===== config.mk =====
export PLATFORM = sky130hd
export DESIGN_NAME = bblur_fifo
export DESIGN_NICKNAME = d
export VERILOG_FILES = /design/src/hdl/bblur_fifo.sv
export SDC_FILE = /design/constraint.sdc
export NUM_CORES = 1
export LEC_CHECK = 0
export ABC_AREA = 1
export BUFFER_PORTS_ARGS = -buffer_cell sky130_fd_sc_hd__buf_2
export CORE_ASPECT_RATIO = 1.25
export CORE_UTILIZATION = 35
export CTS_CLUSTER_DIAMETER = 120
export CTS_CLUSTER_SIZE = 8
export DETAILED_ROUTE_END_ITERATION = 8
export PLACE_DENSITY = 0.61
export SYNTH_ARGS = -nofsm -noshare
export SYNTH_HDL_FRONTEND = slang
export SYNTH_SLANG_ARGS = --single-unit

===== constraint.sdc =====
create_clock -name clk_i -period 5.17 [get_ports clk_i]
set_input_delay 1.034 -clock clk_i [delete_from_list [all_inputs] [get_ports clk_i]]
set_output_delay 1.034 -clock clk_i [all_outputs]
set_load 0.02 [all_outputs]

===== src/hdl/bblur_fifo.sv =====
// ----------------------------------------------------------------------------
// bblur_fifo
// Small register queue; head entry shown while not empty.
// ----------------------------------------------------------------------------
module bblur_fifo #(
  parameter int unsigned DATA_W = 8,
  parameter int unsigned DEPTH  = 4
) (
  input  logic              clk_i,
  input  logic              rst_ni,
  input  logic              push_i,
  input  logic [DATA_W-1:0] data_i,
  input  logic              pop_i,
  output logic [DATA_W-1:0] data_o,
  output logic              empty_o,
  output logic              full_o
);

  localparam int unsigned PW = $clog2(DEPTH);
  localparam int unsigned CW = $clog2(DEPTH + 1);

  logic [DATA_W-1:0] mem_q [DEPTH];
  logic [PW-1:0]     wr_q, wr_d, rd_q, rd_d;
  logic [CW-1:0]     cnt_q, cnt_d;
  logic              do_push, do_pop;

  assign empty_o = (cnt_q == '0);
  assign full_o  = (cnt_q == CW'(DEPTH));
  assign do_push = push_i && !full_o;
  assign do_pop  = pop_i && !empty_o;
  assign data_o  = mem_q[rd_q];

  always_comb begin
    wr_d  = wr_q;
    rd_d  = rd_q;
    cnt_d = cnt_q;
    if (do_push) begin
      wr_d = (wr_q == PW'(DEPTH - 1)) ? '0 : wr_q + PW'(1);
    end
    if (do_pop) begin
      rd_d = (rd_q == PW'(DEPTH - 1)) ? '0 : rd_q + PW'(1);
    end
    if (do_push && !do_pop) begin
      cnt_d = cnt_q + CW'(1);
    end else if (!do_push && do_pop) begin
      cnt_d = cnt_q - CW'(1);
    end
  end

  always_ff @(posedge clk_i or negedge rst_ni) begin
    if (!rst_ni) begin
      wr_q  <= '0;
      rd_q  <= '0;
      cnt_q <= '0;
    end else begin
      wr_q  <= wr_d;
      rd_q  <= rd_d;
      cnt_q <= cnt_d;
    end
  end

  always_ff @(posedge clk_i) begin
    if (do_push) begin
      mem_q[wr_q] <= data_i;
    end
  end

endmodule


==> results.yml <==
global_routing:
  grt.total_usage_pct: 11.3
  grt_max_degree: 36
  grt_pass1_wl_um: 4360
  grt_pass1_vias: 941
  gr-total-overflow: 0
  antenna_found_initial: 0
layout:
  finalCoreUtilization_pct: 42.0
  n_antenna_cell: 0
  multi_input_area_um2: 447
  regArea_um2: 1140
  syn_to_final_growth_pct: 14.6
  layout.nets: 196
  drive_above_1_share_pct: 17.4
  fillers: 452
sta:
  tightest_slew_ns: 1.03
  hold_violations: 0
  fmax_ghz: 0.353
  fin_ws_ns: 2.34
  period_minus_slack_ns: 2.83
  slew_headroom_pct: 31.0
  fin_worst_skew_ns: 0.00855
  timing.setup.tns_ns: 0
  setup_viol: 0
  rsz0062_at_grt: "false"
  drv_slew: 0
  period_share_pct: 54.7
place:
  port_buffers: 21
  place.gp.congestion: 0.721
  preCtsSetupSlack_ns: 2.61
  place_hpwl_um: 1870
critical_path:
  crit_arrival_ns: 1.80
  critPathRequiredTime_ns: 4.14
  critPathKind: "reg -> out"
  cp_max_fo: 35
  cp-end-kind: "output port"
  startpoint_type: "flip-flop"
logic_synthesis:
  ys_warn_count: 0
  ys_ff_latch: 39
  post_synth_num_cell_types: 16
  avgSynthCellArea_um2: 11.4
  synth.cell_area_um2: 1760
  ys_seq_area_share_pct: 64.6
  syn_nets: 173
  synthCells: 154
floorplanning:
  start_util_pct: 36.7
  dieArea_um2: 5320
  die_w_um: 65.4
  coreArea_um2: 4800
  ioPinCount: 22
  fp.dieH_um: 81.3
  num_rows: 28
clocking:
  post_cts_buffers: 0
  htreeDepth: 2
  clk_pin_slew_ns: 0.07
  ctsLongestPathBuffers: 2
  cts_resized: 0
  hold_buffers: 0
  cts_inserted_buffers: 5
  cts-root-buf: "clkbuf_8"
  cts.sinks: 39
  cts_tree: "yes"
  clk_latency_ns: 0.28
drt:
  drt-total-wl_um: 2660
  drt_iter0_drc: 85
  vias_per_cell: 4.42
  num_vias: 1053
  antenna_left: 0
  firstDrtPassIters: 3
  drc: 0
  wire_per_inst_um: 11.2
power:
  leakage_uw: 0.000896
  powerDensity_nw_per_um2: 586
  power.ir.vdd_worst_uv: 283
run:
  maxCapViolations: 0
run_status:
  status: "complete, no violations"
hold_path:
  hp-class: "reg -> reg"
[cell usage after synthesis]
cell	instances	share of area, %
xnor2_1	1	0.50
ha_1	6	4.3
nand2_2	1	0.36
buf_6	5	3.2
inv_2	1	0.21
dfrtp_1	7	10
nor2_1	6	1.3
inv_1	31	6.6
fa_1	1	1.1
nand4_1	1	0.36
nand2_1	38	8.1
o211ai_1	15	6.4
o21ai_0	1	0.28
o211ai_2	1	0.71
nand3_1	7	2.0
edfxtp_1	32	55
[cells by family (layout without fill, tap and decap cells)]
group,after synthesis,after routing,synth area share (%)
buffers and inverters,37,61,10.0
and+or+nand+nor,53,53,12.1
DFF,39,39,64.6
AOI/OAI and AO/OA,17,17,7.40
xor gates and xnor gates,1,1,0.498
adders and majority gates,7,7,5.41
[report_power, final]
group	internal, uW	switching, uW
logic	144	244
registers	422	80.0
clock network	193	97.0
[final cells by class]
class	count	share of cell area, %
clock buffers	6	3.60
clock inverters	2	2.98
inverters	32	5.96
multi-input cells	78	22.2
flip-flops and latches	39	56.4
well taps	60	3.72
repair buffers	21	5.21
[worst max-delay path: stages (launching register included)]
cell and delay, ns:
dfrtp_1 1.03, o211ai_1 0.23, nand2_1 0.11, buf_2 0.16
[cells in the final DEF, fill, tap and decap left out, types with 2 or more instances in the layout]
| cell type | netlist | final |
|---|---|---|
| dfrtp_1 | 7 | 7 |
| bufinv_16 | 0 | 2 |
| clkbuf_8 | 0 | 5 |
| o211ai_1 | 15 | 15 |
| buf_2 | 0 | 21 |
| inv_1 | 31 | 31 |
| nand2_1 | 38 | 38 |
| edfxtp_1 | 32 | 32 |
| nor2_1 | 6 | 6 |
| nand3_1 | 7 | 7 |
| ha_1 | 6 | 6 |
[state kept, by name, indices dropped and copies added, names as in the netlist]
name / flops
rd_q: 2
cnt_q: 3
mem_q: 32
wr_q: 2
[routing by layer]
layer / vias up / global-route usage (%) / wire, um / share of wire [%]
met3: 4 / 2.95 / 104 / 3.9
met2: 21 / 19.7 / 1290 / 48
li1: 550 / - / - / -
met5: - / 0 / 0 / 0
met4: 0 / 4.57 / 41 / 1.5
met1: 478 / 13.2 / 1220 / 46
[stage by stage]
| step | total power, uW | hold slack (ns) | std cells | instance area (um^2) |
|---|---|---|---|---|
| floorplan | 822 | 0.463 | 154 | 1760 |
| CTS | 1200 | 0.507 | 238 | 2020 |
| global route | 1270 | 0.535 | 238 | 2020 |
| global placement | 903 | 0.482 | 230 | 1880 |
| finish | 1180 | 0.497 | 238 | 2020 |
| detailed placement | 908 | 0.491 | 230 | 1880 |
[worst paths after layout]
| path | slack (ns) | endpoint | startpoint | depth (start not counted) |
|---|---|---|---|---|
| worst max register to register | 3.32 | cnt_q[1] | cnt_q[1] | 9 |
| worst max-delay path | 2.34 | data_o[5] | rd_q[0] | 3 |
| worst min-delay path | 0.50 | cnt_q[2] | cnt_q[2] | 2 |
| worst min register to register | 0.50 | cnt_q[2] | cnt_q[2] | 2 |
| max in group asynchronous | 4.43 | rd_q[0] | rst_ni | 1 |
| min in group asynchronous | 0.58 | cnt_q[2] | rst_ni | 1 |
Note: power is estimated with default switching activity, not from simulation.
