File: src/hdl/bblur_pkg.sv
// ----------------------------------------------------------------------------
// bblur_pkg
// Shared types and constants of the 3x3 RGB box blur.
// ----------------------------------------------------------------------------
package bblur_pkg;

  localparam int unsigned CH_W     = 8;
  localparam int unsigned PIX_W    = 3 * CH_W;
  localparam int unsigned CFG_IDX_W = 1;
  localparam int unsigned CFG_DATA_W = 16;
  localparam int unsigned CFGW_W   = 11;
  localparam int unsigned CFGH_W   = 16;
  localparam int unsigned ROW_W    = CFGH_W + 1;
  localparam int unsigned SUM_W    = 12;
  localparam int unsigned NUM_W    = 13;
  localparam int unsigned RECIP_W  = 14;
  localparam int unsigned PROD_W   = NUM_W + RECIP_W;
  localparam int unsigned RECIP_SH = 16;
  localparam int unsigned MQ_DEPTH = 4;
  localparam int unsigned OQ_DEPTH = 4;

  // register indexes
  localparam logic [CFG_IDX_W-1:0] CFG_WIDTH  = 1'b0;
  localparam logic [CFG_IDX_W-1:0] CFG_HEIGHT = 1'b1;

  localparam logic [CFGW_W-1:0] WIDTH_RESET  = 11'd640;
  localparam logic [CFGH_W-1:0] HEIGHT_RESET = 16'd480;

  localparam logic MODE_PIXEL = 1'b0;
  localparam logic MODE_DRAIN = 1'b1;

  // which taps of the window fall outside the image
  typedef struct packed {
    logic top_x;
    logic bot_x;
    logic left_x;
    logic right_x;
    logic frame_end;
  } flags_t;

  // one column of the window plus what the back end needs to know about it
  typedef struct packed {
    logic [PIX_W-1:0] top;
    logic [PIX_W-1:0] mid;
    logic [PIX_W-1:0] pix;
    logic             out_v;
    flags_t           flags;
  } col_item_t;

  typedef struct packed {
    logic [CH_W-1:0] red;
    logic [CH_W-1:0] green;
    logic [CH_W-1:0] blue;
    logic            frame_end;
  } res_t;

  // number of pixels averaged: 4, 6 or 9
  function automatic logic [3:0] div_count(input logic rows3, input logic cols3);
    logic [3:0] d;
    case ({rows3, cols3}) inside
      2'b00:        d = 4'd4;
      2'b01, 2'b10: d = 4'd6;
      default:      d = 4'd9;
    endcase
    return d;
  endfunction

  // ceil(2^16 / (2*d)); exact for every numerator below 2^13
  function automatic logic [RECIP_W-1:0] div_recip(input logic rows3, input logic cols3);
    logic [RECIP_W-1:0] m;
    case ({rows3, cols3}) inside
      2'b00:        m = 14'd8192;
      2'b01, 2'b10: m = 14'd5462;
      default:      m = 14'd3641;
    endcase
    return m;
  endfunction

endpackage

File: src/hdl/bblur_back.sv
// ----------------------------------------------------------------------------
// bblur_back
// 3x3 window, masked channel sums and rounded mean by reciprocal multiply.
// ----------------------------------------------------------------------------
module bblur_back (
  input  logic                 clk_i,
  input  logic                 rst_ni,
  input  logic                 mq_empty_i,
  input  bblur_pkg::col_item_t mq_item_i,
  output logic                 mq_pop_o,
  output logic                 oq_push_o,
  output bblur_pkg::res_t      oq_item_o,
  input  logic                 oq_full_i
);
  import bblur_pkg::*;

  logic [PIX_W-1:0]   win_q [3][3];
  logic               b1_q, b2_q;
  flags_t             b1_flags_q;
  logic               b1_ready, b2_ready;

  logic [2:0]         row_use, col_use;
  logic [SUM_W-1:0]   sum_r, sum_g, sum_b;
  logic [3:0]         d;
  logic [RECIP_W-1:0] m;

  logic [NUM_W-1:0]   num_q [3];
  logic [RECIP_W-1:0] m_q;
  logic               fe_q;
  logic [PROD_W-1:0]  prod [3];

  assign b2_ready  = !b2_q || !oq_full_i;
  assign oq_push_o = b2_q && !oq_full_i;
  assign b1_ready  = !b1_q || b2_ready;
  assign mq_pop_o  = !mq_empty_i && b1_ready;

  always_ff @(posedge clk_i or negedge rst_ni) begin
    if (!rst_ni) begin
      b1_q <= 1'b0;
      b2_q <= 1'b0;
      for (int i = 0; i < 3; i++) begin
        for (int j = 0; j < 3; j++) begin
          win_q[i][j] <= '0;
        end
      end
    end else begin
      if (mq_pop_o) begin
        b1_q <= mq_item_i.out_v;
        for (int i = 0; i < 3; i++) begin
          win_q[i][0] <= win_q[i][1];
          win_q[i][1] <= win_q[i][2];
        end
        win_q[0][2] <= mq_item_i.top;
        win_q[1][2] <= mq_item_i.mid;
        win_q[2][2] <= mq_item_i.pix;
      end else if (b2_ready) begin
        b1_q <= 1'b0;
      end
      if (b1_q && b2_ready) begin
        b2_q <= 1'b1;
      end else if (oq_push_o) begin
        b2_q <= 1'b0;
      end
    end
  end

  always_ff @(posedge clk_i) begin
    if (mq_pop_o) begin
      b1_flags_q <= mq_item_i.flags;
    end
  end

  // taps outside the image are skipped, never read as data
  always_comb begin
    row_use = {!b1_flags_q.bot_x, 1'b1, !b1_flags_q.top_x};
    col_use = {!b1_flags_q.right_x, 1'b1, !b1_flags_q.left_x};
    sum_r = '0;
    sum_g = '0;
    sum_b = '0;
    for (int i = 0; i < 3; i++) begin
      for (int j = 0; j < 3; j++) begin
        if (row_use[i] && col_use[j]) begin
          sum_r = sum_r + SUM_W'(win_q[i][j][3*CH_W-1:2*CH_W]);
          sum_g = sum_g + SUM_W'(win_q[i][j][2*CH_W-1:CH_W]);
          sum_b = sum_b + SUM_W'(win_q[i][j][CH_W-1:0]);
        end
      end
    end
    d = div_count(row_use[0] && row_use[2], col_use[0] && col_use[2]);
    m = div_recip(row_use[0] && row_use[2], col_use[0] && col_use[2]);
  end

  // numerator 2*sum + d, divided by 2*d below
  always_ff @(posedge clk_i) begin
    if (b1_q && b2_ready) begin
      num_q[0] <= {sum_r, 1'b0} + NUM_W'(d);
      num_q[1] <= {sum_g, 1'b0} + NUM_W'(d);
      num_q[2] <= {sum_b, 1'b0} + NUM_W'(d);
      m_q      <= m;
      fe_q     <= b1_flags_q.frame_end;
    end
  end

  always_comb begin
    for (int c = 0; c < 3; c++) begin
      prod[c] = PROD_W'(num_q[c]) * PROD_W'(m_q);
    end
    oq_item_o.red       = prod[0][RECIP_SH+CH_W-1:RECIP_SH];
    oq_item_o.green     = prod[1][RECIP_SH+CH_W-1:RECIP_SH];
    oq_item_o.blue      = prod[2][RECIP_SH+CH_W-1:RECIP_SH];
    oq_item_o.frame_end = fe_q;
  end

endmodule

File: config.mk
export PLATFORM = sky130hd
export DESIGN_NAME = bblur_back
export DESIGN_NICKNAME = d
export VERILOG_FILES = /design/src/hdl/bblur_pkg.sv /design/src/hdl/bblur_back.sv
export SDC_FILE = /design/constraint.sdc
export NUM_CORES = 2
export LEC_CHECK = 0
export BUFFER_PORTS_ARGS = -buffer_cell sky130_fd_sc_hd__clkbuf_2
export CAP_MARGIN = 25
export CORE_AREA = 3 3 240 242
export CTS_CLUSTER_DIAMETER = 30
export DETAILED_ROUTE_END_ITERATION = 6
export DIE_AREA = 0 0 243 245
export PLACE_DENSITY = 0.77
export SLEW_MARGIN = 20
export SYNTH_ARGS = -nofsm -noshare
export SYNTH_HDL_FRONTEND = slang
export SYNTH_SLANG_ARGS = --single-unit
File: constraint.sdc
create_clock -name clk_i -period 13.95 [get_ports clk_i]
set_input_delay 1.395 -clock clk_i [delete_from_list [all_inputs] [get_ports clk_i]]
set_output_delay 1.395 -clock clk_i [all_outputs]
set_load 0.05 [all_outputs]
==> impl_metrics.env <==
export IMPL_setup_tns_final_ns=0
export IMPL_die_height_um=245
export IMPL_critical_path_most_common_cell="ha_1"
export IMPL_hpwl_um=62800
export IMPL_io_buffers=108
export IMPL_initial_core_util_pct=60.3
export IMPL_root_buffer="clkbuf_16"
export IMPL_wire_per_inst_um=17.8
export IMPL_synth_most_common_cell="inv_1"
export IMPL_status="completed"
export IMPL_rows=86
export IMPL_first_iter_violations=1315
export IMPL_drtPass1Iterations=5
export IMPL_cts_resized=0
export IMPL_hp_class="reg -> reg"
export IMPL_finClkSkew_ns=0.0161
export IMPL_synthCells=3472
export IMPL_viasPerCell=5.66
export IMPL_cp_required_ns=14.25
export IMPL_tightest_slew_ns=1.06
export IMPL_rsz0062_at_grt="false"
export IMPL_startpoint_type="flop"
export IMPL_cp_end_kind="flop"
export IMPL_grt_start_max_net_pins=101
export IMPL_core_area_um2=55300
export IMPL_post_route_cells_drive_above_1_share_pct=12.6
export IMPL_synthArstFlopShare_pct=82.3
export IMPL_synthMuxAreaShare_pct=7.70
export IMPL_cts_tree="done"
export IMPL_cp_arrival_ns=11.49
export IMPL_ys_ff_latch=265
export IMPL_seq_area_frac_synth_pct=20.6
export IMPL_routed_wl_um=77500
export IMPL_ys_warn_count=0
export IMPL_via_count=24600
export IMPL_synth_top_area_share_pct=20.2
export IMPL_gp_congestion=0.918
export IMPL_ant_nets=0
export IMPL_synthXorXnorAreaFrac_pct=5.21
export IMPL_slew_headroom_pct=29.2
export IMPL_antenna_found_initial=0
export IMPL_dieArea_um2=59500
export IMPL_clkTransAtPathRegs_ns=0.05
export IMPL_synth_simple_area_share_pct=11.0
export IMPL_dp_cells=4264
export IMPL_synth_edf_count=47
export IMPL_yosys_top_cells_area="fa_1 20%, dfrtp_1 16%, ha_1 15%, mux2_2 7.0%, inv_1 6.5%"
export IMPL_cts_sinks=265
export IMPL_nFillCells=4447
export IMPL_synth_top_family_by_area="adder cells"
export IMPL_cts_hold_buffers=0
export IMPL_syn_area_um2=33400
export IMPL_finalHoldViolCount=0
export IMPL_syn_nets=4294
export IMPL_synth_commonest_cells="575 x inv_1, 404 x ha_1, 336 x fa_1"
export IMPL_finalCritPeriodShare_pct=80.2
export IMPL_grt_pass1_wl_um=128000
export IMPL_worstSkewPairLatency_ns=0.56
export IMPL_htreeDepth=2
export IMPL_holdWs_ns=0.454
export IMPL_ys_types=98
export IMPL_grt_pass1_vias=25400
export IMPL_synth_fa_ha_area_share_pct=35.4
export IMPL_worstPathMaxFanout=53
export IMPL_syn_area_per_cell_um2=9.61
export IMPL_finalMaxSlewViolations=0
export IMPL_setup_viol=0
export IMPL_cts_setup_buffers=0
export IMPL_drv_cap=0
export IMPL_grt_ovfl_total=0
export IMPL_antenna_cells=0
export IMPL_cpPeakStageDelay_ns=0.74
export IMPL_synth_top_cell_by_area="fa_1"
export IMPL_die_w_um=243
export IMPL_ys_flop_type="dfrtp_1"
export IMPL_worst_path_max_delay_cell="a2111oi_0"
export IMPL_fmax_mhz=89.4
export IMPL_criticalPathCategory="reg -> reg"
export IMPL_fin_cells=4353
export IMPL_areaGrowthSynthToFinish_pct=9.08
export IMPL_fin_nets=4390
export IMPL_ioPinCount=109
export IMPL_period_minus_slack_ns=11.19
export IMPL_grt_use_total_pct=26.5
export IMPL_synth_compound_area_share_pct=12.6
export IMPL_numCtsBuffers=48
export IMPL_route_detailed_drc=0
export IMPL_clockBufferDepth=3
[per-layer routing]
| layer | up-vias | track usage (%) | share of wire [%] |
|---|---|---|---|
| li1 | 11800 | - | - |
| met1 | 12200 | 35.1 | 44 |
| met2 | 528 | 46.7 | 49 |
| met3 | 106 | 2.81 | 4.4 |
| met4 | 0 | 7.07 | 2.5 |
| met5 | - | 0 | 0 |
[cell type report]
type / count / area (um2) / area share (%)
Clock buffer: 51 / 1240 / 3.42
Sequential cell: 265 / 6870 / 18.9
Inverter: 578 / 2170 / 5.96
Tap cell: 748 / 936 / 2.57
Multi-Input combinational cell: 2546 / 24000 / 66.0
Timing Repair Buffer: 129 / 736 / 2.02
Clock inverter: 36 / 404 / 1.11
[flip-flops by register name, summed over array words and instances (netlist names)]
register	count
fe_q	1
num_q	37
b1_q	1
m_q	4
b2_q	1
b1_flags_q	5
win_q	216
[worst paths after layout]
kind	from	endpoint	slack (ns)	cells past startpoint
max	b1_flags_q[2]	num_q[0][24]	2.76	47
min	b1_flags_q[0]	fe_q	0.45	0
max reg2reg	b1_flags_q[2]	num_q[0][24]	2.76	47
min reg2reg	b1_flags_q[0]	fe_q	0.45	0
max in group asynchronous	rst_ni	win_q[70]	10.99	3
min in group asynchronous	rst_ni	win_q[167]	0.82	1
[placed cells by master, fill, tap and decap left out, types with 7 or more instances in the layout]
| cell | netlist | layout |
|---|---|---|
| inv_1 | 575 | 575 |
| ha_1 | 404 | 404 |
| fa_1 | 336 | 336 |
| dfrtp_1 | 218 | 218 |
| mux2_2 | 206 | 206 |
| nand2_1 | 197 | 197 |
| nor2_1 | 185 | 185 |
| o21ai_0 | 164 | 164 |
| a21oi_1 | 147 | 147 |
| and2_1 | 140 | 140 |
| clkbuf_2 | 0 | 107 |
| xnor2_1 | 102 | 102 |
| a21o_1 | 79 | 79 |
| xor2_1 | 75 | 75 |
| nor2b_1 | 49 | 49 |
| clkbuf_16 | 0 | 49 |
| o21a_1 | 47 | 47 |
| edfxtp_1 | 47 | 47 |
| nor3_1 | 42 | 42 |
| a211oi_1 | 32 | 32 |
| nand2b_1 | 26 | 26 |
| nand3_1 | 25 | 25 |
| mux2i_1 | 18 | 18 |
| buf_4 | 3 | 18 |
| o21ai_1 | 17 | 17 |
| or3_1 | 16 | 16 |
| o31ai_1 | 16 | 15 |
| and3_1 | 14 | 14 |
| o211ai_1 | 13 | 13 |
| o31a_1 | 12 | 12 |
| a31oi_1 | 11 | 10 |
| a21boi_0 | 11 | 10 |
| inv_6 | 0 | 9 |
| clkinvlp_4 | 0 | 8 |
| a22oi_1 | 7 | 7 |
| or2_2 | 7 | 7 |
| nor4_1 | 7 | 7 |
[stage by stage]
stage | setup WS (ns) | area (um2) | utilization [%]
2_1_floorplan | 4.15 | 33400 | -
3_3_place_gp | 3.33 | 34700 | 62.7
3_5_place_dp | 2.98 | 34700 | 62.7
4_1_cts | 2.91 | 36300 | 65.7
5_1_grt | 1.91 | 36400 | 65.8
6_report | 2.76 | 36400 | 65.8
[cells by family after synthesis]
kind of cell	after synthesis
DFF	265
muxes	227
adders and majority gates	744
and+or+nand+nor	745
AOI/OAI and AO/OA	644
xor gates and xnor gates	186
buffers and inverters	661
[critical path: cells and delay by family, from the launching register on]
kind	cells	cell delay [ns]
compound gates	16	3.79
xor+xnor	7	1.11
fa+ha+maj	9	3.06
buf+inv	4	0.57
flops	1	0.35
mux	2	0.43
simple gates	9	1.56
Power is left out: the tool's default activity adds up to more than one toggle a clock period on the data nets, which glitch-free logic cannot reach.
